## src/rtl/att_pkg.sv

```systemverilog
`default_nettype none

package att_pkg;

	typedef enum logic [1:0] {
		OP_WRITE,
		OP_BEGIN,
		OP_NEXT,
		OP_NOP
	} op_t;

	localparam logic [1:0] ORD_PRE  = 2'd0;
	localparam logic [1:0] ORD_IN   = 2'd1;
	localparam logic [1:0] ORD_POST = 2'd2;

	typedef enum logic [1:0] {
		PH_ENTERED,
		PH_LEFT,
		PH_RIGHT
	} phase_t;

	// Frames needed for the deepest tree a store of up to 65536 nodes can hold.
	localparam int STACK_DEPTH = 17;
	localparam int SP_W        = $clog2(STACK_DEPTH + 1);

	typedef enum logic [2:0] {
		ST_CLEAR,
		ST_IDLE,
		ST_BEGIN_CHK,
		ST_STEP_TOP,
		ST_STEP_VAL,
		ST_STEP_CHK,
		ST_EMIT_VAL,
		ST_EMIT_DONE
	} state_t;

	typedef struct packed {
		logic clr_wr;
		logic node_wr;
		logic rd_root;
		logic rd_top;
		logic rd_child;
		logic begin_walk;
		logic push_root;
		logic push_child;
		logic step_latch;
		logic end_walk;
		logic out_load;
		logic out_done;
	} cmd_t;

	typedef struct packed {
		logic clr_last;
		logic walk_ready;
		logic top_right;
		logic child_ok;
		logic visit_top;
		logic visit_latched;
		logic visit_post;
		logic rd_nonzero;
		logic out_free;
	} sts_t;

endpackage

`default_nettype wire

```

## src/rtl/att_ctrl.sv

```systemverilog
`default_nettype none

module att_ctrl (
	input  wire logic          clk,
	input  wire logic          arst_n,
	input  wire logic          in_valid,
	input  wire logic [1:0]    op,
	input  wire att_pkg::sts_t sts,
	output att_pkg::cmd_t      cmd,
	output logic               in_stall
);
	import att_pkg::*;

	state_t state_q, state_d;

	always_ff @(posedge clk or negedge arst_n) begin
		if (!arst_n) begin
			state_q <= ST_CLEAR;
		end else begin
			state_q <= state_d;
		end
	end

	always_comb begin
		state_d = state_q;
		case (state_q)
			ST_CLEAR: begin
				if (sts.clr_last) state_d = ST_IDLE;
			end
			ST_IDLE: begin
				if (in_valid) begin
					case (op_t'(op))
						OP_BEGIN: state_d = ST_BEGIN_CHK;
						OP_NEXT:  state_d = ST_STEP_TOP;
						default:  state_d = ST_IDLE;
					endcase
				end
			end
			ST_BEGIN_CHK: state_d = ST_IDLE;
			ST_STEP_TOP: begin
				state_d = sts.walk_ready ? ST_STEP_VAL : ST_EMIT_DONE;
			end
			ST_STEP_VAL: begin
				if (sts.top_right) begin
					state_d = sts.visit_post ? ST_EMIT_VAL : ST_STEP_TOP;
				end else if (sts.child_ok) begin
					state_d = ST_STEP_CHK;
				end else begin
					state_d = sts.visit_top ? ST_EMIT_VAL : ST_STEP_TOP;
				end
			end
			ST_STEP_CHK: begin
				state_d = sts.visit_latched ? ST_EMIT_VAL : ST_STEP_TOP;
			end
			ST_EMIT_VAL, ST_EMIT_DONE: begin
				if (sts.out_free) state_d = ST_IDLE;
			end
			default: state_d = ST_CLEAR;
		endcase
	end

	always_comb begin
		cmd      = '0;
		in_stall = (state_q != ST_IDLE);
		case (state_q)
			ST_CLEAR: cmd.clr_wr = 1'b1;
			ST_IDLE: begin
				if (in_valid) begin
					case (op_t'(op))
						OP_WRITE: cmd.node_wr = 1'b1;
						OP_BEGIN: begin
							cmd.begin_walk = 1'b1;
							cmd.rd_root    = 1'b1;
						end
						default: cmd = '0;
					endcase
				end
			end
			ST_BEGIN_CHK: cmd.push_root = sts.rd_nonzero;
			ST_STEP_TOP: begin
				cmd.rd_top   = sts.walk_ready;
				cmd.end_walk = !sts.walk_ready;
			end
			ST_STEP_VAL: begin
				cmd.step_latch = 1'b1;
				cmd.rd_child   = !sts.top_right && sts.child_ok;
			end
			ST_STEP_CHK: cmd.push_child = sts.rd_nonzero;
			ST_EMIT_VAL: cmd.out_load = sts.out_free;
			ST_EMIT_DONE: begin
				cmd.out_load = sts.out_free;
				cmd.out_done = 1'b1;
			end
			default: cmd = '0;
		endcase
	end

endmodule

`default_nettype wire

```

## config.mk

```make
export PLATFORM = sky130hd
export DESIGN_NAME = att_ctrl
export DESIGN_NICKNAME = d
export VERILOG_FILES = /design/src/rtl/att_pkg.sv /design/src/rtl/att_ctrl.sv
export SDC_FILE = /design/constraint.sdc
export NUM_CORES = 1
export LEC_CHECK = 0
export ABC_AREA = 1
export BUFFER_PORTS_ARGS = -buffer_cell sky130_fd_sc_hd__buf_4
export CORE_AREA = 2 2 39 41
export CTS_CLUSTER_DIAMETER = 40
export DETAILED_ROUTE_END_ITERATION = 8
export DIE_AREA = 0 0 41 43
export GPL_ROUTABILITY_DRIVEN = 1
export PLACE_DENSITY = 0.64
export SLEW_MARGIN = 5
export SYNTH_ARGS = -nofsm -noshare
export SYNTH_HDL_FRONTEND = slang
export SYNTH_SLANG_ARGS = --single-unit
```

## constraint.sdc

```tcl
create_clock -name clk -period 3.05 [get_ports clk]
set_input_delay 0.4575 -clock clk [delete_from_list [all_inputs] [get_ports clk]]
set_output_delay 0.4575 -clock clk [all_outputs]
set_load 0.1 [all_outputs]
```

## Word-level counts from Yosys, hierarchy flattened

Index checks and enable logic that the tools add are counted.

- Register bits: 3
- Bits in latches: 0
- Memory bits (writable): 0
- Memory bits (read-only): 0
- Output and inout port bits: 13
- Word-level logic and storage cells: 46
- Memories: 0

- Add/sub/neg operators: 0
- Multipliers: 0
- Div/mod/pow operators: 0
- Magnitude comparators: 0
- Equal/unequal tests: 13
- Shifts and indexed selects: 0
- Muxes and demuxes: 25
- Bitwise gates (word level): 0
- Reduce and logical (&&, ||, !) cells: 7

Operator list:

| cell | number |
|---|---|
| $mux 3 | 8 |
| $pmux 3 s7 | 1 |
| $pmux 1 s2 | 9 |
| $eq 3x3->1 const B | 4 |
| $mux 11 | 1 |
| $eq 3x2->1 const B | 2 |
| $mux 2 | 2 |
| $ne 2x2->1 const B | 2 |
| $pmux 2 s2 | 1 |
| $eq 3x1->1 const B | 1 |
| $logic_not 3->1 | 1 |
| $mux 1 | 3 |
| $ne 3x1->1 const B | 1 |
| $reduce_and 3->1 | 1 |
| $eq 2x1->1 const B | 1 |
| $eq 2x2->1 const B | 1 |
| $logic_not 1->1 | 2 |
| $logic_not 2->1 | 1 |
| $ne 2x1->1 const B | 1 |
| $reduce_or 2->1 | 1 |
| $logic_and 1x1->1 | 1 |

## Logic depth before layout (Yosys ltp)

- Word-level depth: 4
- Mapped depth: 9
- Depth with buffers taken out: 9

## Worst setup path before layout

No wires, ideal clock.

- Kind: register to output
- Start: register state_q[1]
- End: output cmd[7] in the netlist's numbering
- Arrival time: 3451 ps
- Required time: 2592 ps
- Setup slack: -859 ps
- Stages on the path, launching flop included: 3
- Path buffers: 1
- Cell sequence: dfrtp_1 buf_6 nor4_1

RTL lines:

| item | line | text |
|---|---|---|
| from (decl) | att_ctrl.sv:14 | `state_t state_q, state_d;` |
| from (signal assigned) | att_ctrl.sv:20 | `state_q <= state_d;` |
| to (decl) | att_ctrl.sv:9 | `output att_pkg::cmd_t cmd,` |

==> metrics.txt <==
status finished clean; Worst EP required 2590 ps; GPL Wtd Cong 0.724; CTS clk-pin slew, worst paths 40 ps; Syn Nets 89; Via density 4.54; TritonCTS clock tree done; crit end category output pin; Setup CP Type reg -> out; worst hold path class in -> async; largest net degree at the start of global routing 12; Tightest Pin Transition 490 ps; Final Worst Setup Slack 1030 ps; Clock power frac 9.9%; IO buf count 26; Core Area 1380 um^2; cts bufs inserted 3; post-route ant nets 0; Final period util 66.2%; Clk Tree Root Cell clkbuf_4; setup violators final 0; drt initial violations 3; DR WL/cell 9.25 um; number of fill cells in the layout 146; Synth top area share 16.1%; CP Data Arrival Time 1560 ps; VDD IR max 0.000634 V; number of flip-flops under the largest register name 3; die height 43 um; fin. max-slew vios 0; synth top area cells dfrtp_1 16%, nand2_1 13%, ha_1 8.1%; multi-input gate area in the final layout 315 um^2; Remaining DRCs 0; GRT overflow 0; Non-Filler Instances 114; Reg power frac 17.2%; setup tns final 0 ps; # rows 14; Worst Skew 4.42 ps; IO Count 27; slowest stage cell on the critical path dfrtp_1; final hold vios 0; final wirelength 1.05 mm; Cell Area, Synth 465 um^2; Int Power 0.000234 W; final core occ 49.0%; Sw Pwr 0.000466 W; Critical Path Source Type register; max frequency 495 MHz; Cell Chain, Critical Path inv_1 -> nor4_2 -> buf_4; Slew HR 67.3%; Synth area leader dfrtp_1; Net Sw Frac 66.6%; clock tree buffer depth 2; Tmin final 2020 ps; antenna violations before repair 0; LEAKAGE 0.376 nW; CTS HTree Levels 1; Avg Cell Area, Syn 6.46 um^2; Synth Register Bits 3; Cell variety after synth 20; Largest Register state_q; vias 518; Nets 116; number of global-route vias before repair 443; Total GRT Usage 14.2%; diode count 0; Placed Instances 110; RSZ-0062 raised after global routing false; share of cells above drive strength 1 44.9%; PwrDens 1030 nW/um^2; Yosys warning count 0; critical-path maximum fanout 11; insertion delay to the later sink of the worst-skew pair 230 ps; first-pass GRT wire length 1.73 mm; synth-to-layout area growth 45.7%; post_cts resized 0; max-cap violations 0; pre-CTS setup slack 1270 ps; clk sinks 3; register area share after synthesis 16.1%; postcts setup bufs 0; FF/Latch Area 75.1 um^2; starting density of the core 33.6%; Cells after Synth 72; Top Registers state_q: 3 flops; die area 1760 um^2; dpl hpwl 870 um; first drt pass iteration count 4; Die X 41 um; # hold bufs at CTS 0; max incr delay on CP 540 ps; Min Hold Slack 3.43 ps; Gate power share 72.9%
## layout by cell type, fill, tap and decap left out
cell,count
buf_4,26
nor3_1,2
ha_1,3
nand2_2,3
clkbuf_4,3
nor2_4,1
nand2_1,16
clkbuf_1,1
dfrtp_1,3
nor2_1,8
nand2_4,1
inv_1,10
o21ai_0,3
nor2_2,6
nor2_8,1
nor4_2,1
nor3_2,1
nand4_1,1
inv_6,1
nand3_1,6
o21ai_1,1
## worst paths after layout
kind                       startpoint          to  slack, ps  depth (start not counted)
hold reg to reg            state_q[2]  state_q[2]        770                          2
setup / recovery           state_q[2]      cmd[7]       1030                          3
min in group clk               sts[3]  state_q[2]        510                          3
max in group asynchronous      arst_n  state_q[1]       2950                          1
setup reg to reg           state_q[2]  state_q[0]       1750                          5
hold / removal                 arst_n  state_q[0]          3                          1
## worst max-delay path: cells and delay by family (launching register included)
| family | cells | cell delay, ps |
|---|---|---|
| buffers and inverters | 2 | 550 |
| and+or+nand+nor | 1 | 240 |
| DFF | 1 | 540 |
## cell usage after synthesis
cell type and n:
o21ai_1 1, nand2_4 1, nand4_1 1, nor2_1 9, buf_6 2, nor3_2 1, nor3_1 2, inv_6 1
nor4_1 1, nand2_1 16, nor2_8 1, inv_1 10, ha_1 3, nand3_1 6, dfrtp_1 3, nand2_2 3
buf_4 2, nor2_4 1, o21ai_0 3, nor2_2 5
## area by class of cell
cell class / instances / area share, %
repair buffers: 26 / 28.8
well taps: 16 / 2.95
clock buffers: 4 / 3.87
flip-flops and latches: 3 / 11.1
inverters: 11 / 6.83
multi-input cells: 54 / 46.5
## metal layers
metal / share of wire (%) / track usage, % / wire, um / vias to the layer above
li1: - / - / - / 279
met1: 42 / 16.7 / 445 / 223
met2: 51 / 22.8 / 540 / 16
met3: 6.5 / 0.524 / 69 / 0
met4: 0 / 10.0 / 0 / 0
met5: 0 / 0 / 0 / -
## power groups by stage
stage          Sequential, W  Combinational [W]  Clock [W]
6_report            0.000120           0.000510  0.0000691
5_1_grt             0.000127           0.000545  0.0000736
4_1_cts             0.000122           0.000515  0.0000708
3_5_place_dp        0.000122           0.000514          0
3_3_place_gp        0.000121           0.000512          0
2_1_floorplan      0.0000642           0.000503          0
## logic make-up (layout without fill, tap and decap cells)
logic type / after synthesis / count (layout) / synth area share (%)
fa+ha+maj: 3 / 3 / 8.07
buf+inv: 15 / 41 / 18.0
flops: 3 / 3 / 16.1
compound gates: 4 / 4 / 4.30
simple gates: 47 / 47 / 53.5
## stage by stage
step                      area, um^2  total power (W)
after floorplan                  474         0.000567
after global placement           652         0.000633
after detailed placement         652         0.000636
after CTS                        678         0.000708
after global routing             678         0.000746
final                            678         0.000700
Note: power is estimated with default switching activity, not from simulation.
